File: src/rtl/cpt_pkg.sv
// shared opcodes, control struct and coefficient helpers of the clarke/park transform unit
package cpt_pkg;

  // transform opcodes
  localparam logic [2:0] CMD_CLARKE3    = 3'd0;
  localparam logic [2:0] CMD_CLARKE2    = 3'd1;
  localparam logic [2:0] CMD_INV_CLARKE = 3'd2;
  localparam logic [2:0] CMD_PARK       = 3'd3;
  localparam logic [2:0] CMD_INV_PARK   = 3'd4;
  localparam logic [2:0] CMD_ABC_TO_DQ  = 3'd5;
  localparam logic [2:0] CMD_DQ_TO_ABC  = 3'd6;
  localparam logic [2:0] CMD_UNUSED     = 3'd7;

  // control that travels with each request down the pipeline
  typedef struct packed {
    logic       vld;
    logic [2:0] cmd;
    logic       pinv;
  } ctl_t;

  // round half up of m * 2^cfrac / 10^6, elaboration time only
  function automatic longint coef_q(input longint m, input int cfrac);
    return ((m << cfrac) + 64'sd500000) / 64'sd1000000;
  endfunction

  // forward clarke in the first unit
  function automatic logic op_fwd_clarke(input logic [2:0] cmd);
    return cmd inside {CMD_CLARKE3, CMD_CLARKE2, CMD_ABC_TO_DQ};
  endfunction

  // three-phase input (uses phase c)
  function automatic logic op_three_phase(input logic [2:0] cmd);
    return cmd inside {CMD_CLARKE3, CMD_ABC_TO_DQ};
  endfunction

  // any rotation
  function automatic logic op_rotate(input logic [2:0] cmd);
    return cmd inside {CMD_PARK, CMD_INV_PARK, CMD_ABC_TO_DQ, CMD_DQ_TO_ABC};
  endfunction

  // rotation by minus the angle
  function automatic logic op_inv_rotate(input logic [2:0] cmd);
    return cmd inside {CMD_INV_PARK, CMD_DQ_TO_ABC};
  endfunction

  // inverse clarke in the last unit
  function automatic logic op_inv_clarke(input logic [2:0] cmd);
    return cmd inside {CMD_INV_CLARKE, CMD_DQ_TO_ABC};
  endfunction

endpackage

File: src/rtl/cpt_rotate.sv
// park rotation stage group: sine select, four products, sum and round
module cpt_rotate import cpt_pkg::*; #(
  parameter int DATA_WIDTH = 16
) (
  input  logic                         clk_i,
  input  logic                         rst_ni,
  input  ctl_t                         ctl_i,
  input  logic signed [DATA_WIDTH+1:0] x_i,
  input  logic signed [DATA_WIDTH+1:0] y_i,
  input  logic signed [DATA_WIDTH-1:0] sn_i,
  input  logic signed [DATA_WIDTH-1:0] cs_i,
  output ctl_t                         ctl_o,
  output logic signed [DATA_WIDTH+1:0] v1_o,
  output logic signed [DATA_WIDTH+1:0] v2_o
);

  localparam int IW  = DATA_WIDTH + 2;
  localparam int SNW = DATA_WIDTH + 1;
  localparam int MW  = SNW + IW;
  localparam int SW  = MW + 1;
  localparam int F   = DATA_WIDTH - 1;

  localparam logic signed [SW-1:0] RND = SW'(1) << (F - 1);

  logic signed [SNW-1:0] sne, nse, sa_d, sb_d;
  logic                  inv;

  ctl_t                  ctl1_q, ctl2_q, ctl3_q;
  logic signed [SNW-1:0] cs1_q, sa1_q, sb1_q;
  logic signed [IW-1:0]  x1_q, y1_q, x2_q, y2_q;
  logic signed [MW-1:0]  pcx_d, pay_d, pbx_d, pcy_d;
  logic signed [MW-1:0]  pcx_q, pay_q, pbx_q, pcy_q;
  logic signed [SW-1:0]  sum1, sum2;
  logic signed [IW-1:0]  o1, o2, v1_d, v2_d, v1_q, v2_q;

  // sine sign per direction; negation needs one extra bit
  assign sne  = SNW'(sn_i);
  assign nse  = -sne;
  assign inv  = op_inv_rotate(ctl_i.cmd);
  assign sa_d = inv ? nse : sne;
  assign sb_d = inv ? sne : nse;

  // four products
  assign pcx_d = MW'(cs1_q) * MW'(x1_q);
  assign pay_d = MW'(sa1_q) * MW'(y1_q);
  assign pbx_d = MW'(sb1_q) * MW'(x1_q);
  assign pcy_d = MW'(cs1_q) * MW'(y1_q);

  // dot products rounded half up to data fraction bits
  assign sum1 = SW'(pcx_q) + SW'(pay_q) + RND;
  assign sum2 = SW'(pbx_q) + SW'(pcy_q) + RND;
  assign o1   = sum1[F +: IW];
  assign o2   = sum2[F +: IW];
  assign v1_d = op_rotate(ctl2_q.cmd) ? o1 : x2_q;
  assign v2_d = op_rotate(ctl2_q.cmd) ? o2 : y2_q;

  // control pipeline
  always_ff @(posedge clk_i or negedge rst_ni) begin
    if (!rst_ni) begin
      ctl1_q <= '0;
      ctl2_q <= '0;
      ctl3_q <= '0;
    end else begin
      ctl1_q <= ctl_i;
      ctl2_q <= ctl1_q;
      ctl3_q <= ctl2_q;
    end
  end

  // data pipeline
  always_ff @(posedge clk_i) begin
    cs1_q <= SNW'(cs_i);
    sa1_q <= sa_d;
    sb1_q <= sb_d;
    x1_q  <= x_i;
    y1_q  <= y_i;
    pcx_q <= pcx_d;
    pay_q <= pay_d;
    pbx_q <= pbx_d;
    pcy_q <= pcy_d;
    x2_q  <= x1_q;
    y2_q  <= y1_q;
    v1_q  <= v1_d;
    v2_q  <= v2_d;
  end

  assign ctl_o = ctl3_q;
  assign v1_o  = v1_q;
  assign v2_o  = v2_q;

endmodule

File: config.mk
export PLATFORM = sky130hd
export DESIGN_NAME = cpt_rotate
export DESIGN_NICKNAME = d
export VERILOG_FILES = /design/src/rtl/cpt_pkg.sv /design/src/rtl/cpt_rotate.sv
export SDC_FILE = /design/constraint.sdc
export NUM_CORES = 2
export LEC_CHECK = 0
export ABC_AREA = 1
export BUFFER_PORTS_ARGS = -buffer_cell sky130_fd_sc_hd__buf_2
export CAP_MARGIN = 20
export CORE_ASPECT_RATIO = 1.2
export CORE_MARGIN = 5
export CORE_UTILIZATION = 50
export CTS_CLUSTER_DIAMETER = 50
export DETAILED_ROUTE_END_ITERATION = 7
export PLACE_DENSITY = 0.7
export SLEW_MARGIN = 20
export SYNTH_ARGS = -nofsm -noshare
export SYNTH_HDL_FRONTEND = slang
export SYNTH_SLANG_ARGS = --single-unit
File: constraint.sdc
create_clock -name clk_i -period 6.2 [get_ports clk_i]
set_clock_uncertainty 0.1 [all_clocks]
set_input_delay 0.62 -clock clk_i [delete_from_list [all_inputs] [get_ports clk_i]]
set_output_delay 0.62 -clock clk_i [all_outputs]
set_load 0.01 [all_outputs]
==> flow_summary_export.csv <==
group,metric,value,unit
routing,ant_nets,0,
worst_setup_path,r2r-start,"sb1_q[3]",
clock_tree,h-tree-depth,2,
status,status,"finished clean",
routing,dr.pass1.iters,6,
floorplan,start_util,50.3,%
worst_setup_path,cp_common_cell,"fa_1",
worst_setup_path,path_max_fanout,10,
synth,synth_ff_type,"dfxtp_1",
floorplan,die_h,384,um
grt,grt_max_degree,41,
timing,rsz0062_at_grt,"false",
synth,synth-seq-cells,304,
min_path,hold_class,"input port to flop",
floorplan,core_area,116000,um2
clock_tree,clock_sinks,304,
final_layout,final_cell_mix,"2180 x inv_1, 2036 x nand2_1, 1161 x fa_1",
grt,grt_pass1_vias,51400,
grt,grt_pass1_wl,276000,um
worst_setup_path,cp-end-kind,"flop",
synth,synth_fp_nets,9269,
routing,wire_per_inst,18.9,um
timing,finalSetupTns,0,ps
worst_setup_path,crit_arrival,6440,ps
worst_setup_path,crit_type,"flop to flop",
worst_setup_path,regToRegEndpoint,"pbx_q[32]",
timing,fmax,0.168,GHz
clock_tree,clk_latency,670,ps
synth,synth_edf_count,0,
worst_setup_path,cp.required,6670,ps
clock_tree,tritoncts,"done",
synth,netlist_instances,7573,
worst_setup_path,critical_path.max_stage_delay,610,ps
routing,vias,47200,
timing,worst_slack,233,ps
grt,overflow,0,
worst_setup_path,path_buf_inv,4,
place,gp_congestion,1.00,
worst_setup_path,r2r_setup_slack,230,ps
worst_setup_path,endpoint,"pbx_q[32]",
run,cap_violations,0,
floorplan,rows,137,
clock_tree,clk_pin_slew,60,ps
timing,setup_viol,0,
worst_setup_path,worstSetupStartpointType,"flop",
synth,yosysUniqueCellTypes,49,
worst_setup_path,cp.depth,20,
worst_setup_path,crit_path_cell_trace,"nand2_1 > inv_1 > fa_1 > buf_4 > fa_1 > fa_1 > fa_1 > fa_1 > inv_1 > fa_1 > inv_1 > ha_1 > nand2_1 > nor2_1 > nand2_1 > nor2_1 > nand2_1 > nand3_1 > nand3_1 > nand2_1",
grt,grt_usage,28.7,%
timing,slew_headroom,38.3,%
routing,routed_wl,174000,um
place,pre_cts_ws,77.6,ps
floorplan,die_w,322,um
routing,drc_errors,0,
synth,syn-mean-instance-area,7.72,um2
synth,netlist_area,58400,um2
place,dp_hpwl,142000,um
final_layout,layout-drive-gt1-share,4.96,%
grt,antenna_found_initial,4,
timing,period_minus_slack,5970,ps
floorplan,io-pin-count,116,
final_layout,syn_to_final_growth,9.28,%
synth,async_flop_share,4.93,%
clock_tree,cts_buffers,55,
synth,synth_top_area_share,39.8,%
synth,synth_seq_area_share,10.5,%
worst_setup_path,critPathSlowestCell,"dfxtp_1",
final_layout,stdcell_count,9218,
worst_setup_path,worst_r2r_path_depth,20,
synth,synth_area_leader_cell,"fa_1",
clock_tree,cts_buffer_depth,3,
clock_tree,clock-root-buffer,"clkbuf_16",
timing,slew_viol_final,0,
final_layout,nets,9336,
worst_setup_path,cp_top_family,"adder cells",
routing,via_per_inst,5.12,
timing,hold_viol,0,
floorplan,die_area,124000,um2
timing,period_share,96.2,%
timing,worstMarginPinSlew,918,ps
final_layout,final_common_cell,"inv_1",
routing,drtIter0Drc,3322,
place,dp_cells,9060,
worst_setup_path,cp-startpoint,"sb1_q[3]",
synth,yosys_warnings,0,
place,portBuffers,115,
synth,synth_area_leaders,"fa_1 40%, inv_1 14%, nand2_1 13%",
-- synthesized netlist by cell type, types with 2 or more instances --
master	count
xor2_1	105
o211ai_2	2
nor2_1	276
nand3b_1	14
a211oi_1	2
nor2_2	2
a21o_1	14
or2_2	10
clkbuf_1	242
o21ai_0	103
nand2_2	5
inv_1	2181
o21bai_1	37
nand3_2	4
or2_1	4
nand4_1	41
nor3b_2	2
a21oi_1	178
dfxtp_1	289
buf_1	28
fa_1	1162
dfrtp_1	15
xnor2_1	38
nor4_1	6
o21a_1	6
ha_1	459
o21ai_2	2
a31oi_1	6
o211ai_1	2
nand2_1	2036
buf_2	8
a21boi_0	8
nor3b_1	2
nand3_1	222
and2_1	2
nand2b_1	2
nor3_1	42
and3_1	5
-- layer usage --
metal  vias up  part of all wire, %  track usage [%]
met5         -                    0                0
met4         0                  7.3             16.5
met3       572                  6.2             4.12
met2      1663                   51             51.5
met1     23200                   36             32.4
li1      21800                    -                -
-- cells by family (layout without fill, tap and decap cells) --
group / Yosys count / in the layout / synth area share (%)
adders and majority gates: 1621 / 1621 / 49.6
buffers and inverters: 2461 / 2575 / 15.8
AOI/OAI and AO/OA: 363 / 363 / 3.48
other: 0 / 2 / 0
and+or+nand+nor: 2681 / 2681 / 18.4
DFF: 304 / 304 / 10.5
xor gates and xnor gates: 143 / 143 / 2.14
-- per-stage QoR --
step	hold slack (ps)	util, %	cell area (um2)
2_1_floorplan	224	-	58400
3_3_place_gp	232	52.8	61400
3_5_place_dp	235	52.8	61400
4_1_cts	0.148	54.9	63800
5_1_grt	10.6	54.9	63900
6_report	50.4	54.9	63900
-- final cells by class --
cell class,count,area (um2)
sequential,304,6170
multi-input combinational,4808,43000
antenna,2,5.00
clock buffer,64,1480
fill,10800,52400
timing repair buffer,289,2600
inverter,2182,8190
tap,1529,1910
clock inverter,40,460
-- worst min-delay path by stage --
| stage | depth (start not counted) | to | startpoint | slack [ps] |
|---|---|---|---|---|
| floorplan | 0 | ctl1_q[0] | rst_ni | 220 |
| global placement | 0 | ctl2_q[4] | ctl1_q[4] | 230 |
| detailed placement | 0 | ctl2_q[0] | ctl1_q[0] | 230 |
| CTS | 1 | cs1_q[14] | cs_i[14] | 0.1 |
| global route | 1 | cs1_q[14] | cs_i[14] | 10 |
| finish | 1 | cs1_q[14] | cs_i[14] | 50 |
-- sequential cells by signal, summed over array words and instances, names as in the netlist --
register,count
v2_o,18
sa1_q,16
x2_q,18
cs1_q,16
pcy_q,33
pcx_q,33
ctl_o,5
sb1_q,17
pay_q,33
y1_q,18
pbx_q,33
v1_o,18
y2_q,18
ctl2_q,5
ctl1_q,5
x1_q,18
-- timing repair --
item,4_1_cts,5_1_grt
buffers inserted,0,0
resized for setup,0,8
endpoints found under the setup margin,0,8
endpoints found under the hold margin,66,0
hold buffers,52,0
Power is left out: the tool's default activity adds up to more than one toggle a clock period on the data nets, which glitch-free logic cannot reach.
