[src/rtl/cpt_pkg.sv]
// shared opcodes, control struct and coefficient helpers of the clarke/park transform unit
package cpt_pkg;

  // transform opcodes
  localparam logic [2:0] CMD_CLARKE3    = 3'd0;
  localparam logic [2:0] CMD_CLARKE2    = 3'd1;
  localparam logic [2:0] CMD_INV_CLARKE = 3'd2;
  localparam logic [2:0] CMD_PARK       = 3'd3;
  localparam logic [2:0] CMD_INV_PARK   = 3'd4;
  localparam logic [2:0] CMD_ABC_TO_DQ  = 3'd5;
  localparam logic [2:0] CMD_DQ_TO_ABC  = 3'd6;
  localparam logic [2:0] CMD_UNUSED     = 3'd7;

  // control that travels with each request down the pipeline
  typedef struct packed {
    logic       vld;
    logic [2:0] cmd;
    logic       pinv;
  } ctl_t;

  // round half up of m * 2^cfrac / 10^6, elaboration time only
  function automatic longint coef_q(input longint m, input int cfrac);
    return ((m << cfrac) + 64'sd500000) / 64'sd1000000;
  endfunction

  // forward clarke in the first unit
  function automatic logic op_fwd_clarke(input logic [2:0] cmd);
    return cmd inside {CMD_CLARKE3, CMD_CLARKE2, CMD_ABC_TO_DQ};
  endfunction

  // three-phase input (uses phase c)
  function automatic logic op_three_phase(input logic [2:0] cmd);
    return cmd inside {CMD_CLARKE3, CMD_ABC_TO_DQ};
  endfunction

  // any rotation
  function automatic logic op_rotate(input logic [2:0] cmd);
    return cmd inside {CMD_PARK, CMD_INV_PARK, CMD_ABC_TO_DQ, CMD_DQ_TO_ABC};
  endfunction

  // rotation by minus the angle
  function automatic logic op_inv_rotate(input logic [2:0] cmd);
    return cmd inside {CMD_INV_PARK, CMD_DQ_TO_ABC};
  endfunction

  // inverse clarke in the last unit
  function automatic logic op_inv_clarke(input logic [2:0] cmd);
    return cmd inside {CMD_INV_CLARKE, CMD_DQ_TO_ABC};
  endfunction

endpackage

[src/rtl/cpt_iclarke.sv]
// inverse clarke stage group: coefficient select, multiply, combine and round
module cpt_iclarke import cpt_pkg::*; #(
  parameter int DATA_WIDTH = 16,
  parameter int COEF_WIDTH = 16
) (
  input  logic                         clk_i,
  input  logic                         rst_ni,
  input  ctl_t                         ctl_i,
  input  logic signed [DATA_WIDTH+1:0] al_i,
  input  logic signed [DATA_WIDTH+1:0] be_i,
  output ctl_t                         ctl_o,
  output logic signed [DATA_WIDTH+1:0] r1_o,
  output logic signed [DATA_WIDTH+1:0] r2_o,
  output logic signed [DATA_WIDTH+1:0] r3_o
);

  localparam int IW = DATA_WIDTH + 2;
  localparam int PW = IW + COEF_WIDTH + 1;
  localparam int QW = PW + 2;
  localparam int CF = COEF_WIDTH - 1;

  localparam logic [COEF_WIDTH-1:0] K_ONE = COEF_WIDTH'(1) << CF;
  localparam logic [COEF_WIDTH-1:0] K_866 = COEF_WIDTH'(coef_q(64'sd866025, CF));
  localparam logic [COEF_WIDTH-1:0] K_816 = COEF_WIDTH'(coef_q(64'sd816496, CF));
  localparam logic [COEF_WIDTH-1:0] K_707 = COEF_WIDTH'(coef_q(64'sd707106, CF));

  localparam logic signed [QW-1:0] RND_HI = QW'(1) << CF;
  localparam logic signed [QW-1:0] RND_LO = QW'(1) << (CF - 1);

  ctl_t                       ctl1_q, ctl2_q, ctl3_q;
  logic [COEF_WIDTH-1:0]      ku_q, kt_q;
  logic signed [COEF_WIDTH:0] kus, kts;
  logic signed [IW-1:0]       al1_q, be1_q, al2_q, be2_q;
  logic signed [PW-1:0]       u_d, t_d, u_q, t_q;
  logic signed [QW-1:0]       ue, te2, asum, bsum, csum;
  logic signed [IW-1:0]       ra, rb, rc;
  logic signed [IW-1:0]       r1_d, r2_d, r3_d, r1_q, r2_q, r3_q;

  // u is alpha times 2/sqrt(6) or 1 (amplitude case doubled), t is beta times the cross term
  assign kus = {1'b0, ku_q};
  assign kts = {1'b0, kt_q};
  assign u_d = PW'(al1_q) * PW'(kus);
  assign t_d = PW'(be1_q) * PW'(kts);

  // a = u, b = (2t - u) / 2, c = (-u - 2t) / 2, each rounded half up
  assign ue   = QW'(u_q);
  assign te2  = QW'(t_q) <<< 1;
  assign asum = ue + RND_LO;
  assign bsum = te2 - ue + RND_HI;
  assign csum = -ue - te2 + RND_HI;
  assign ra   = asum[CF +: IW];
  assign rb   = bsum[COEF_WIDTH +: IW];
  assign rc   = csum[COEF_WIDTH +: IW];

  // third output only for inverse clarke
  always_comb begin
    if (op_inv_clarke(ctl2_q.cmd)) begin
      r1_d = ra;
      r2_d = rb;
      r3_d = rc;
    end else begin
      r1_d = al2_q;
      r2_d = be2_q;
      r3_d = '0;
    end
  end

  // control pipeline
  always_ff @(posedge clk_i or negedge rst_ni) begin
    if (!rst_ni) begin
      ctl1_q <= '0;
      ctl2_q <= '0;
      ctl3_q <= '0;
    end else begin
      ctl1_q <= ctl_i;
      ctl2_q <= ctl1_q;
      ctl3_q <= ctl2_q;
    end
  end

  // data pipeline
  always_ff @(posedge clk_i) begin
    ku_q  <= ctl_i.pinv ? K_816 : K_ONE;
    kt_q  <= ctl_i.pinv ? K_707 : K_866;
    al1_q <= al_i;
    be1_q <= be_i;
    u_q   <= u_d;
    t_q   <= t_d;
    al2_q <= al1_q;
    be2_q <= be1_q;
    r1_q  <= r1_d;
    r2_q  <= r2_d;
    r3_q  <= r3_d;
  end

  assign ctl_o = ctl3_q;
  assign r1_o  = r1_q;
  assign r2_o  = r2_q;
  assign r3_o  = r3_q;

endmodule

[config.mk]
export PLATFORM = sky130hd
export DESIGN_NAME = cpt_iclarke
export DESIGN_NICKNAME = d
export VERILOG_FILES = /design/src/rtl/cpt_pkg.sv /design/src/rtl/cpt_iclarke.sv
export SDC_FILE = /design/constraint.sdc
export NUM_CORES = 1
export LEC_CHECK = 0
export ABC_AREA = 1
export BUFFER_PORTS_ARGS = -buffer_cell sky130_fd_sc_hd__buf_2
export CAP_MARGIN = 5
export CELL_PAD_IN_SITES_DETAIL_PLACEMENT = 0
export CELL_PAD_IN_SITES_GLOBAL_PLACEMENT = 1
export CORE_ASPECT_RATIO = 1.1
export CORE_UTILIZATION = 35
export DETAILED_ROUTE_END_ITERATION = 6
export PLACE_DENSITY_LB_ADDON = 0.1
export SETUP_SLACK_MARGIN = 0.3
export SYNTH_ARGS = -nofsm -noshare
export SYNTH_HDL_FRONTEND = slang
export SYNTH_SLANG_ARGS = --single-unit
[constraint.sdc]
create_clock -name clk_i -period 6.16 [get_ports clk_i]
set_clock_uncertainty 0.2 [all_clocks]
set_input_delay 0.924 -clock clk_i [delete_from_list [all_inputs] [get_ports clk_i]]
set_output_delay 0.924 -clock clk_i [all_outputs]
set_load 0.01 [all_outputs]
==> impl_metrics.yaml <==
logic_synthesis:
  ys_seq_area_frac: 0.1773
  synth_area_sq_um: 23800
  yosysUniqueCellTypes: 45
  yosys_warnings: 0
  synth-async-reset-ratio: 0.07246
  synth_flop_cell: "dfxtp_1"
  synth_edf_count: 0
  synth_seq_cells: 207
  netlist_instances: 3080
  postSynthAreaPerCell_sq_um: 7.727
clock_tree:
  clockBufferDepth: 3
  clk_pin_slew_ns: 0.06
  tritoncts: "built"
  numCtsBuffers: 28
  clk_latency_ns: 0.62
  htree_levels: 1
  cts_sinks: 207
  root_buffer: "clkbuf_16"
floorplanning:
  die_h_um: 275.5
  io_pins: 102
  initial_core_util: 0.3565
  die_width_um: 250.6
  coreArea_sq_um: 66770
  fp.dieArea_sq_um: 69050
  fp-row-count: 99
worst_setup_path:
  critPathKind: "flop to flop"
  critical-path-max-stage-delay_ns: 0.50
  crit_path_start_kind: "flop"
  crit_path_end_kind: "flop"
  cp.arrival_ns: 6.01
  worstPathCellList: "buf_12 -> nand2_4 -> clkinvlp_4 -> buf_6 -> ha_2 -> fa_1 -> fa_1 -> inv_1 -> fa_1 -> fa_1 -> fa_1 -> inv_1 -> ha_1 -> nand2_1 -> nor4_4 -> o21ai_0 -> nand3_1 -> xor2_1"
  critPathMaxFanout: 20
  critPathSlowestCell: "fa_1"
  cp_common_cell: "fa_1"
  cp_data_required_time_ns: 6.46
grt:
  grt_pass1_wl_um: 115900
  antenna_found_initial: 1
  grt_pass1_vias: 20299
  grt_max_degree: 47
  grt_usage: 0.2206
  grt_overflow: 0
run_status:
  run_status: "finished, final reports clean"
timing:
  slew_violations: 0
  tns_ns: 0
  fmax_mhz: 175.1
  hold_viol_final: 0
  rsz0062_at_grt: "true"
  fin_crit_sh: 0.9272
  finalSetupViolations: 0
  max_slew_margin: 0.5412
  min_period_ns: 5.712
  tightest_slew_ns: 0.6882
drt:
  drt-vias-per-instance: 4.671
  wl_met1_um: 35280
  wl_per_cell_um: 18.15
  drtIter0Drc: 1102
  routed.top_layer: "met4"
  postRouteWirelength_um: 74310
  met2WireLength_um: 34080
  drtPass1Iterations: 6
  dr_total_vias: 19126
  drc: 0
  route.met3.wl_um: 3209
  ant_nets: 0
placed_design:
  portBuffers: 101
  dpl_cell_area_sq_um: 25470
  gp_congestion: 0.9296
  place_hpwl_um: 64430
min_path:
  hold_class: "flop to flop"
finish:
  n_fill_cell: 7037
  final_nets: 3905
  drive_gt1_frac: 0.06922
  fin_area_sq_um: 26640
  area_growth_pct: 11.92
flow_run:
  cap_violations: 0
==> worst max-delay path, delay by kind of cell, from the launching register on <==
| kind | cells | cell delay, ns |
|---|---|---|
| flops | 1 | 0.36 |
| simple gates | 4 | 0.81 |
| buf+inv | 5 | 0.65 |
| fa+ha+maj | 7 | 3.15 |
| compound gates | 1 | 0.19 |
| xor+xnor | 1 | 0.19 |
==> timing repair <==
item,4_1_cts,5_1_grt
endpoints found under the setup margin,5,19
setup buffers,0,2
pin swaps,0,1
resized for setup,4,37
hold endpoints to repair,15,0
hold buffers,1,0
gates cloned,0,1
==> metal layers <==
metal | global-route usage | up-vias
met2 | 0.3762 | 337
li1 | - | 9680
met1 | 0.2984 | 9031
met4 | 0.05505 | 0
met5 | 0 | -
met3 | 0.02263 | 78
==> area by class of cell <==
type	instances	area, sq um	area share
multi-input combinational	2086	16700	0.6270
clock buffer	39	822.0	0.03086
sequential	207	4227	0.1587
timing repair buffer	123	719.4	0.02701
inverter	769	2898	0.1088
antenna	1	2.502	0.00009394
tap	858	1074	0.04030
clock inverter	12	195.2	0.007327
==> layout by cell type, fill, tap and decap left out, types with 17 or more instances in the layout <==
master,n
o21ai_0,83
ha_1,403
dfxtp_1,186
nor3_1,23
o21bai_1,20
buf_4,17
inv_1,751
fa_1,240
nand3_1,107
clkbuf_16,29
a21oi_1,144
xnor2_1,22
buf_2,101
nand4_1,24
xor2_1,78
nand2_1,662
nor2_1,202
==> worst paths after layout <==
check	from	to	slack [ns]	cells past startpoint
setup / recovery	kt_q[10]	t_q[30]	0.45	18
hold / removal	ctl1_q[0]	ctl2_q[0]	0.15	0
setup reg to reg	kt_q[10]	t_q[30]	0.45	18
hold reg to reg	ctl1_q[0]	ctl2_q[0]	0.15	0
max in group asynchronous	rst_ni	ctl2_q[2]	4.99	2
min in group asynchronous	rst_ni	ctl2_q[3]	0.54	2
==> state kept, by name, indices dropped and copies added (netlist names) <==
signal	cells
ctl_o	5
r3_o	18
u_q	34
t_q	32
ctl2_q	5
be1_q	18
r1_o	18
be2_q	16
al1_q	18
r2_o	18
kt_q	2
ctl1_q	5
al2_q	18
==> synthesized netlist by cell type, types with 6 or more instances <==
library cell	instances	area, sq um
a21o_1	11	82.58
a21oi_1	147	735.7
a31oi_1	6	37.54
buf_1	6	22.52
clkbuf_1	9	33.78
dfrtp_1	15	375.4
dfxtp_1	192	3844
fa_1	240	4805
ha_1	407	5092
inv_1	766	2875
nand2_1	663	2489
nand3_1	107	535.5
nand3b_1	6	45.04
nand4_1	24	150.1
nor2_1	206	773.2
nor3_1	24	120.1
nor4_1	9	56.30
o21ai_0	84	420.4
o21bai_1	20	150.1
xnor2_1	22	192.7
xor2_1	78	683.2
==> stage by stage <==
| step | worst slack (ns) | util | hold slack [ns] | std cells |
|---|---|---|---|---|
| 2_1_floorplan | 0.6559 | - | 0.1312 | 3082 |
| 3_3_place_gp | 0.1738 | 0.3815 | 0.1385 | 4039 |
| 3_5_place_dp | 0.1871 | 0.3815 | 0.1356 | 4039 |
| 4_1_cts | 0.3015 | 0.3971 | 0.1491 | 4091 |
| 5_1_grt | 0.2520 | 0.3989 | 0.1681 | 4094 |
| 6_report | 0.4483 | 0.3990 | 0.1454 | 4095 |
==> cells by family (layout without fill, tap and decap cells) <==
group / after synthesis / after routing / share of synthesized area
AO/OA/AOI/OAI: 279 / 279 / 0.06351
XOR/XNOR: 101 / 101 / 0.03748
adder cells (fa/ha/maj): 647 / 647 / 0.4158
buffers and inverters: 789 / 943 / 0.1248
flip-flops: 207 / 207 / 0.1773
multiplexers: 1 / 1 / 0.0004731
other: 1 / 4 / 0.0001576
AND/OR/NAND/NOR: 1055 / 1055 / 0.1805
Power is left out: the tool's default activity adds up to more than one toggle a clock period on the data nets, which glitch-free logic cannot reach.
