==> src/rtl/cpt_pkg.sv <==
// shared opcodes, control struct and coefficient helpers of the clarke/park transform unit
package cpt_pkg;

  // transform opcodes
  localparam logic [2:0] CMD_CLARKE3    = 3'd0;
  localparam logic [2:0] CMD_CLARKE2    = 3'd1;
  localparam logic [2:0] CMD_INV_CLARKE = 3'd2;
  localparam logic [2:0] CMD_PARK       = 3'd3;
  localparam logic [2:0] CMD_INV_PARK   = 3'd4;
  localparam logic [2:0] CMD_ABC_TO_DQ  = 3'd5;
  localparam logic [2:0] CMD_DQ_TO_ABC  = 3'd6;
  localparam logic [2:0] CMD_UNUSED     = 3'd7;

  // control that travels with each request down the pipeline
  typedef struct packed {
    logic       vld;
    logic [2:0] cmd;
    logic       pinv;
  } ctl_t;

  // round half up of m * 2^cfrac / 10^6, elaboration time only
  function automatic longint coef_q(input longint m, input int cfrac);
    return ((m << cfrac) + 64'sd500000) / 64'sd1000000;
  endfunction

  // forward clarke in the first unit
  function automatic logic op_fwd_clarke(input logic [2:0] cmd);
    return cmd inside {CMD_CLARKE3, CMD_CLARKE2, CMD_ABC_TO_DQ};
  endfunction

  // three-phase input (uses phase c)
  function automatic logic op_three_phase(input logic [2:0] cmd);
    return cmd inside {CMD_CLARKE3, CMD_ABC_TO_DQ};
  endfunction

  // any rotation
  function automatic logic op_rotate(input logic [2:0] cmd);
    return cmd inside {CMD_PARK, CMD_INV_PARK, CMD_ABC_TO_DQ, CMD_DQ_TO_ABC};
  endfunction

  // rotation by minus the angle
  function automatic logic op_inv_rotate(input logic [2:0] cmd);
    return cmd inside {CMD_INV_PARK, CMD_DQ_TO_ABC};
  endfunction

  // inverse clarke in the last unit
  function automatic logic op_inv_clarke(input logic [2:0] cmd);
    return cmd inside {CMD_INV_CLARKE, CMD_DQ_TO_ABC};
  endfunction

endpackage

==> src/rtl/cpt_clarke.sv <==
// forward clarke stage group: pre-add, coefficient multiply, round
module cpt_clarke import cpt_pkg::*; #(
  parameter int DATA_WIDTH = 16,
  parameter int COEF_WIDTH = 16
) (
  input  logic                         clk_i,
  input  logic                         rst_ni,
  input  ctl_t                         ctl_i,
  input  logic signed [DATA_WIDTH-1:0] x_i,
  input  logic signed [DATA_WIDTH-1:0] y_i,
  input  logic signed [DATA_WIDTH-1:0] z_i,
  input  logic signed [DATA_WIDTH-1:0] sn_i,
  input  logic signed [DATA_WIDTH-1:0] cs_i,
  output ctl_t                         ctl_o,
  output logic signed [DATA_WIDTH+1:0] v1_o,
  output logic signed [DATA_WIDTH+1:0] v2_o,
  output logic signed [DATA_WIDTH-1:0] sn_o,
  output logic signed [DATA_WIDTH-1:0] cs_o
);

  localparam int IW = DATA_WIDTH + 2;
  localparam int PW = IW + COEF_WIDTH + 1;
  localparam int CF = COEF_WIDTH - 1;

  localparam logic [COEF_WIDTH-1:0] K_ONE  = COEF_WIDTH'(1) << CF;
  localparam logic [COEF_WIDTH-1:0] K_667  = COEF_WIDTH'(coef_q(64'sd666667, CF));
  localparam logic [COEF_WIDTH-1:0] K_816  = COEF_WIDTH'(coef_q(64'sd816496, CF));
  localparam logic [COEF_WIDTH-1:0] K_577  = COEF_WIDTH'(coef_q(64'sd577350, CF));
  localparam logic [COEF_WIDTH-1:0] K_707  = COEF_WIDTH'(coef_q(64'sd707106, CF));
  localparam logic [COEF_WIDTH-1:0] K_1225 = COEF_WIDTH'(coef_q(64'sd1224744, CF));

  localparam logic signed [PW-1:0] RND_HI = PW'(1) << CF;
  localparam logic signed [PW-1:0] RND_LO = PW'(1) << (CF - 1);

  logic signed [IW-1:0] xe, ye, ze;
  logic signed [IW-1:0] m1_d, m2_d;
  logic [COEF_WIDTH-1:0] k1_d, k2_d;

  ctl_t                         ctl1_q, ctl2_q, ctl3_q;
  logic signed [IW-1:0]         m1_q, m2_q, xp1_q, yp1_q, xp2_q, yp2_q;
  logic [COEF_WIDTH-1:0]        k1_q, k2_q;
  logic signed [DATA_WIDTH-1:0] sn1_q, cs1_q, sn2_q, cs2_q, sn3_q, cs3_q;
  logic signed [COEF_WIDTH:0]   k1s, k2s;
  logic signed [PW-1:0]         p1_d, p2_d, p1_q, p2_q;
  logic signed [PW-1:0]         sum1, sum2;
  logic signed [IW-1:0]         r1, r2, v1_d, v2_d, v1_q, v2_q;

  assign xe = IW'(x_i);
  assign ye = IW'(y_i);
  assign ze = IW'(z_i);

  // operand pre-add and coefficient select; two-phase alpha doubled to share the shift
  always_comb begin
    if (op_three_phase(ctl_i.cmd)) begin
      m1_d = (xe <<< 1) - ye - ze;
      m2_d = ye - ze;
      k1_d = ctl_i.pinv ? K_816 : K_667;
    end else begin
      m1_d = xe <<< 1;
      m2_d = xe + (ye <<< 1);
      k1_d = ctl_i.pinv ? K_1225 : K_ONE;
    end
    k2_d = ctl_i.pinv ? K_707 : K_577;
  end

  // coefficient multiply
  assign k1s  = {1'b0, k1_q};
  assign k2s  = {1'b0, k2_q};
  assign p1_d = PW'(m1_q) * PW'(k1s);
  assign p2_d = PW'(m2_q) * PW'(k2s);

  // round half up; alpha carries one extra fraction bit
  assign sum1 = p1_q + RND_HI;
  assign sum2 = p2_q + RND_LO;
  assign r1   = sum1[COEF_WIDTH +: IW];
  assign r2   = sum2[CF +: IW];
  assign v1_d = op_fwd_clarke(ctl2_q.cmd) ? r1 : xp2_q;
  assign v2_d = op_fwd_clarke(ctl2_q.cmd) ? r2 : yp2_q;

  // control pipeline
  always_ff @(posedge clk_i or negedge rst_ni) begin
    if (!rst_ni) begin
      ctl1_q <= '0;
      ctl2_q <= '0;
      ctl3_q <= '0;
    end else begin
      ctl1_q <= ctl_i;
      ctl2_q <= ctl1_q;
      ctl3_q <= ctl2_q;
    end
  end

  // data pipeline
  always_ff @(posedge clk_i) begin
    m1_q  <= m1_d;
    m2_q  <= m2_d;
    k1_q  <= k1_d;
    k2_q  <= k2_d;
    xp1_q <= xe;
    yp1_q <= ye;
    sn1_q <= sn_i;
    cs1_q <= cs_i;
    p1_q  <= p1_d;
    p2_q  <= p2_d;
    xp2_q <= xp1_q;
    yp2_q <= yp1_q;
    sn2_q <= sn1_q;
    cs2_q <= cs1_q;
    v1_q  <= v1_d;
    v2_q  <= v2_d;
    sn3_q <= sn2_q;
    cs3_q <= cs2_q;
  end

  assign ctl_o = ctl3_q;
  assign v1_o  = v1_q;
  assign v2_o  = v2_q;
  assign sn_o  = sn3_q;
  assign cs_o  = cs3_q;

endmodule

==> config.mk <==
export PLATFORM = sky130hd
export DESIGN_NAME = cpt_clarke
export DESIGN_NICKNAME = d
export VERILOG_FILES = /design/src/rtl/cpt_pkg.sv /design/src/rtl/cpt_clarke.sv
export SDC_FILE = /design/constraint.sdc
export NUM_CORES = 1
export LEC_CHECK = 0
export BUFFER_PORTS_ARGS = -buffer_cell sky130_fd_sc_hd__buf_2
export CAP_MARGIN = 20
export CORE_MARGIN = 1.5
export CORE_UTILIZATION = 63
export DETAILED_ROUTE_END_ITERATION = 7
export PLACE_DENSITY = 0.93
export RECOVER_POWER = 50
export SLEW_MARGIN = 40
export SYNTH_ARGS = -nofsm -noshare
export SYNTH_HDL_FRONTEND = slang
export SYNTH_SLANG_ARGS = --single-unit
export TNS_END_PERCENT = 5
==> constraint.sdc <==
create_clock -name clk_i -period 8.2 [get_ports clk_i]
set_clock_uncertainty 0.15 [all_clocks]
set_input_delay 0.41 -clock clk_i [delete_from_list [all_inputs] [get_ports clk_i]]
set_output_delay 0.41 -clock clk_i [all_outputs]
set_load 0.05 [all_outputs]
==> summary.md, run 1 <==
| Metric | Value |
|---|---|
| Outcome | finished, final reports clean |
| DRT iter0 DRCs | 1466 |
| Detailed-route DRC error count | 0 |
| Kind of cell adding the most delay to the critical path | adder cells |
| H-tree depth | 1 |
| Crit-path max FO | 21 |
| Fraction of registers with async set/reset | 5.14% |
| YS warnings | 0 |
| Buffers on Ports | 159 |
| R2r endpoint | p2_q[32] |
| Register-to-Register Path Depth | 22 |
| Maxcap violations | 0 |
| Max transition margin | approximately 45% |
| Crit path time final | ~7000 ps |
| Final Hold Vio Count | 0 |
| Syn Area/Cell | 9.96 um^2 |
| Die height | a little over 200 um |
| First-pass GRT wire length | around 110000 um |
| TNS Setup | 0 ps |
| WL/cell | 20.0 um |
| Layout cells sized above 1 | around 6.7% |
| Slowest-stage cell, CP | dfxtp_1 |
| Synth Register Bits | 292 |
| Period utilization | 86.8% |
| Vias in the first global route | 21000 |
| Post-Layout Cell Count | 3406 |
| DRT Wirelength | 68000 um |
| Max-slew violations | 0 |
| Hold crit path type | in2reg |
| Nets@finish | between 3000 and 4000 |
| Antenna violations before repair | 0 |
| GPL Wtd Cong | 0.986 |
| Total CTS buffers | 30 |
| Clk buf depth | 3 |
| CTS tree | built |
| Worst Hold Slack | 94.1 ps |
| Largest net degree at the start of global routing | 67 |
| Clock sinks | 292 |
| Unrepaired setup endpoints after global routing | false |
| Setup crit start kind | flip-flop |
| IO Pins | 160 |
| Post_cts resized | 0 |
| Chip Width | 207 um |
| Arr. time, crit path | 7480 ps |
| CP Class | reg2reg |
| Post-DP HPWL | around 52000 um |
| Buf+Inv Stages, Crit Path | 5 |
| Gr usage total | 33.2% |
| Dominant cell type by area after synthesis | fa_1 |
| Slew of the pin with the lowest slew margin | 831 ps |
| Crit path from | k1_q[11] |
| Via Count | 18800 |
| CP endpoint | p2_q[32] |
| ANT nets after route | 0 |
| Final setup viols | 0 |
| CP dominant cell by count | fa_1 |
| DR vias/cell | 5.51 |
| Largest cells by area after synthesis | fa_1 32%, dfxtp_1 21%, ha_1 16% |
| Skew-Pair Late Insertion Delay | 580 ps |
| Crit-path max cell delay | approximately 820 ps |
| Most frequent cells in the layout | 758 x inv_1, 418 x fa_1, 333 x ha_1 |
| First-pass detailed-route iteration total | 6 |
| Ys flop type | dfxtp_1 |
| Reg2reg start | k1_q[11] |
| Synth top area share | 32.1% |
| Achievable Freq | 0.141 GHz |
| CTS clk-pin slew, worst paths | 70 ps |
| Cells after Synth | 2619 |
| Cell variety after synth | 64 |
| Filler instances | 2675 |
| Starting Density | 63.9% |
| Critical Path RT | 8570 ps |
| Synth-to-Final Area Change | 11.8% |
| Core area | 40800 um^2 |
| Commonest non-fill, non-tap cell in the layout | inv_1 |
| Dpl cell area | 27500 um^2 |
| Worst R2R Setup Slack | 1090 ps |
| Die ar. | approximately 43000 um^2 |
| Critical-path cell list | buf_4 -> and2_1 -> inv_1 -> fa_1 -> inv_1 -> fa_1 -> ha_1 -> fa_1 -> fa_1 -> inv_1 -> fa_1 -> inv_1 -> ha_1 -> o211ai_1 -> nor2_1 -> a221o_1 -> a211oi_2 -> o211ai_2 -> a311o_1 -> a31o_2 -> a21oi_2 -> xnor2_1 |
| Mapped Area | 26100 um^2 |
| Post-Layout Inst Area | 29200 um^2 |
| Rows | 74 |
| Seq/Total Area, Yosys | between 20% and 30% |
| Cells after DPL | roughly 3300 |
| Crit. End Element | flip-flop |
| Gr ovfl total | 0 |
| Instance count on the critical path | 22 |
| Number of flops mapped to enable cells by yosys | 0 |
| Root buffer cell | clkbuf_16 |
[state kept, by name (all words and copies together), names as in the netlist, 18 cells and up]
register	flops
m1_q	18
p1_q	19
v2_o	18
p2_q	19
m2_q	18
v1_o	18
[synth_stat cells (13+ instances only)]
cell,count
inv_1,758
fa_1,418
ha_1,333
dfxtp_1,277
nand2_1,137
nor2_1,104
a21oi_1,83
and2_1,83
xnor2_1,76
xor2_1,44
o21ai_0,38
clkbuf_1,36
a21o_1,24
nand3_1,23
dfrtp_1,15
and3_1,13
nor3_1,13
[worst min-delay path: stages]
cell     delay [ps]
buf_2           110
fa_1            150
o21ai_0          80
[layout make-up]
class                   instances  area (um^2)  share of cell area, %
clock inverters                17          223                  0.764
flip-flops and latches        292         5920                   20.3
diodes                          2         5.00                 0.0172
well taps                     532          666                   2.28
clock buffers                  37          828                   2.84
multi-input cells            1535        17200                   59.0
inverters                     759         2850                   9.77
repair buffers                232         1470                   5.03
[worst min path at each step]
stage,from,endpoint,cells past startpoint
global placement,rst_ni,ctl1_q[0],1
detailed placement,cs1_q[2],cs2_q[2],0
floorplan,rst_ni,ctl1_q[0],0
CTS,z_i[1],m2_q[1],3
global route,z_i[1],m2_q[1],3
finish,z_i[1],m2_q[1],3
[logic make-up (layout without fill, tap and decap cells)]
| group | count (synthesis) | after routing | share of synthesized area [%] |
|---|---|---|---|
| buffers and inverters | 796 | 1045 | 11.5 |
| AND/OR/NAND/NOR | 418 | 418 | 7.61 |
| XOR/XNOR | 120 | 120 | 4.03 |
| adder cells (fa/ha/maj) | 751 | 751 | 48.0 |
| AO/OA/AOI/OAI | 238 | 238 | 6.03 |
| other | 2 | 8 | 0.0288 |
| flip-flops | 292 | 292 | 22.7 |
| multiplexers | 2 | 2 | 0.0863 |
[layer usage]
layer | wire length (um) | up-vias | GRT usage [%]
li1 | - | 8324 | -
met1 | 25300 | 9242 | 40.3
met2 | 33400 | 951 | 56.7
met3 | 5610 | 247 | 6.17
met4 | 3670 | 0 | 16.6
met5 | 0 | - | 0
[repair_timing]
item                      4_1_cts  5_1_grt
buffers inserted                0        0
hold buffers                   70        0
hold endpoints to repair       95        0
[stage by stage]
| stage | util (%) | setup slack [ps] |
|---|---|---|
| after floorplan | - | 2010 |
| after global placement | 67.2 | 1520 |
| after detailed placement | 67.2 | 1220 |
| after CTS | 71.5 | 1210 |
| after global routing | 71.4 | 797 |
| final | 71.4 | 1090 |
Power of run 1 is not shown: default switching activity piles up to over one toggle a cycle in this logic, so the estimate is an artifact.
==> inputs of run 2 (changes only) <==
--- a/config.mk
+++ b/config.mk
@@ -7,6 +7,7 @@
 export LEC_CHECK = 0
 export BUFFER_PORTS_ARGS = -buffer_cell sky130_fd_sc_hd__buf_2
 export CAP_MARGIN = 20
+export CORE_ASPECT_RATIO = 0.8
 export CORE_MARGIN = 1.5
 export CORE_UTILIZATION = 63
 export DETAILED_ROUTE_END_ITERATION = 7
==> constraint.sdc (replaced) <==
create_clock -name clk_i -period 6.6 [get_ports clk_i]
set_clock_uncertainty 0.15 [all_clocks]
set_input_delay 0.33 -clock clk_i [delete_from_list [all_inputs] [get_ports clk_i]]
set_output_delay 0.33 -clock clk_i [all_outputs]
set_load 0.05 [all_outputs]
==> run 2 against run 1 <==
  * Wire length down 3.3%
  * Register-to-register slack lost 910 ps
  * Cell count rose by 1.7%
  * Count of clock-buffer cells in the layout is 3 higher
  * Sequential cell count is the same
  * Worst setup slack got worse by 910 ps
  * Via count shrank 1.7%
  * Final area up 1.3%
  * Highest routed layer unchanged
==> summary.md, run 2 (same netlist as run 1, synthesis figures left out) <==
| Metric | Value |
|---|---|
| Starting Density | 64.1% (+0.19 points) |
| Setup crit start kind | flip-flop |
| Crit-path max FO | 11 (-48%) |
| Top Registers | p1_q: 19 flops, p2_q: 19 flops |
| Kind of cell adding the most delay to the critical path | adder cells |
| H-tree depth | 1 (unchanged) |
| Setup repair bufs after CTS | 0 (unchanged) |
| Hold crit path type | in2reg |
| ANT nets after route | 0 (unchanged) |
| CTS clk-pin slew, worst paths | 70 ps (about the same) |
| Nets@finish | 3737 (+1.3%) |
| Via Count | 18500 (-1.7%) |
| Die height | 185 um (-10%) |
| Synth-to-Final Area Change | 13.2% |
| Antenna violations before repair | 1 (+1) |
| Max transition margin | 48.6% (+4.0 points) |
| DRT iter0 DRCs | 1210 (-17%) |
| IO Pins | 160 (unchanged) |
| Commonest non-fill, non-tap cell in the layout | inv_1 |
| Crit. End Element | flip-flop |
| Chip Width | 231 um (+12%) |
| Slew of the pin with the lowest slew margin | 771 ps (-59.3 ps) |
| First-pass detailed-route iteration total | 6 (unchanged) |
| Largest net degree at the start of global routing | 67 (unchanged) |
| Arr. time, crit path | 6800 ps (-680 ps) |
| Root buffer cell | clkbuf_16 |
| Crit-path max cell delay | 530 ps (-290 ps) |
| CP Class | reg2reg |
| Most frequent cells in the layout | 757 x inv_1, 418 x fa_1, 333 x ha_1 |
| Outcome | finished, final reports clean |
| Final Hold Vio Count | 0 (unchanged) |
| WL/cell | 19.0 um (-5.0%) |
| Critical Path RT | 6970 ps (-1600 ps) |
| Slowest-stage cell, CP | fa_1 |
| Clock sinks | 292 (unchanged) |
| Layout cells sized above 1 | 8.36% (+1.7 points) |
| CTS tree | built |
| First-pass GRT wire length | 105000 um (-3.1%) |
| DR vias/cell | 5.33 (-3.3%) |
| Core area | 40700 um^2 (-0.29%) |
| Buffers on Ports | 159 (unchanged) |
| Die ar. | 42600 um^2 (about the same) |
| Post-DP HPWL | 52700 um (+2.2%) |
| Period utilization | 97.3% (+11 points) |
| DRT Wirelength | 65700 um (-3.3%) |
| Skew-Pair Late Insertion Delay | 590 ps (about the same) |
| Gr ovfl total | 0 (unchanged) |
| Final setup viols | 0 (unchanged) |
| Gr usage total | 32.1% (-1.0 points) |
| Rows | 66 (-11%) |
| Critical-path cell list | buf_4 -> buf_4 -> nand2_1 -> inv_1 -> ha_1 -> inv_1 -> fa_1 -> inv_1 -> fa_1 -> fa_1 -> fa_1 -> inv_1 -> fa_1 -> inv_1 -> ha_1 -> a21o_1 -> a21oi_2 -> nor2b_1 -> nor2_1 -> o211ai_2 -> a311o_1 -> a31o_2 -> a21oi_2 -> xnor2_1 |
| GPL Wtd Cong | 0.981 (-0.44%) |
| Total CTS buffers | 30 (unchanged) |
| Buf+Inv Stages, Crit Path | 7 (+2) |
| Crit path time final | 6420 ps (-690 ps) |
| Clk buf depth | 3 (unchanged) |
| Detailed-route DRC error count | 0 (unchanged) |
| Achievable Freq | 0.156 GHz (+11%) |
| Max-slew violations | 0 (unchanged) |
| Vias in the first global route | 19900 (-5.4%) |
| Maxcap violations | 0 (unchanged) |
| Worst Hold Slack | 35.8 ps (-58.3 ps) |
==> run 2: cell types whose count changed in the layout (fill, tap and decap cells not counted), moves of 3 or more <==
cell / before / now
dfxtp_1: 277 / 274
buf_4: 2 / 50
dfxtp_2: 0 / 3
inv_6: 1 / 4
clkinvlp_4: 4 / 1
clkbuf_8: 3 / 6
==> run 2: layout make-up <==
| type | count | area (um^2) |
|---|---|---|
| clock inverters | 13 | 148 |
| well taps | 544 | 681 |
| fillers | 2799 | 11200 |
| flip-flops and latches | 292 | 5920 |
| clock buffers | 40 | 870 |
| multi-input cells | 1535 | 17200 |
| inverters | 759 | 2850 |
| diodes | 1 | 2.50 |
| repair buffers | 281 | 1850 |
==> run 2: through the flow <==
| step | instance area, um^2 | cells | utilization (%) | setup TNS [ps] | setup slack (ps) |
|---|---|---|---|---|---|
| after floorplan | 26100 | 2623 | - | 0 | 410 |
| after global placement | 27900 | 3341 | 68.4 | 0 | 431 |
| after detailed placement | 27900 | 3341 | 68.4 | 0 | 230 |
| after CTS | 29600 | 3464 | 72.6 | 0 | 220 |
| after global routing | 29500 | 3464 | 72.5 | -0.512 | -0.512 |
| final | 29500 | 3465 | 72.5 | 0 | 176 |
==> run 2: worst paths after layout <==
path / from / end / slack [ps] / cells past startpoint
setup reg to reg: k2_q[8] / p2_q[32] / 180 / 24
max in group asynchronous: rst_ni / ctl1_q[3] / 5630 / 2
min in group asynchronous: rst_ni / ctl_o[0] / 190 / 2
hold / removal: z_i[1] / m2_q[1] / 40 / 3
hold reg to reg: yp1_q[1] / yp2_q[1] / 170 / 0
setup / recovery: k2_q[8] / p2_q[32] / 180 / 24
==> run 2: what timing repair did <==
action                     CTS  global route
hold buffers                70             0
hold endpoints to repair   106             0
setup endpoints to repair    0            12
resized for setup            0             6
==> run 2: routing by layer <==
metal	vias to the layer above	wire length, um	global-route usage [%]
met2	745	30800	54.0
met1	9125	27500	42.6
li1	8429	-	-
met5	-	0	0
met4	0	2270	9.67
met3	155	5140	5.91
==> run 2: worst min-delay path, cell delays in order <==
cell and delay (ps):
buf_2 130, fa_1 170, o21ai_0 80
Power of run 2 is left out for the same reason.
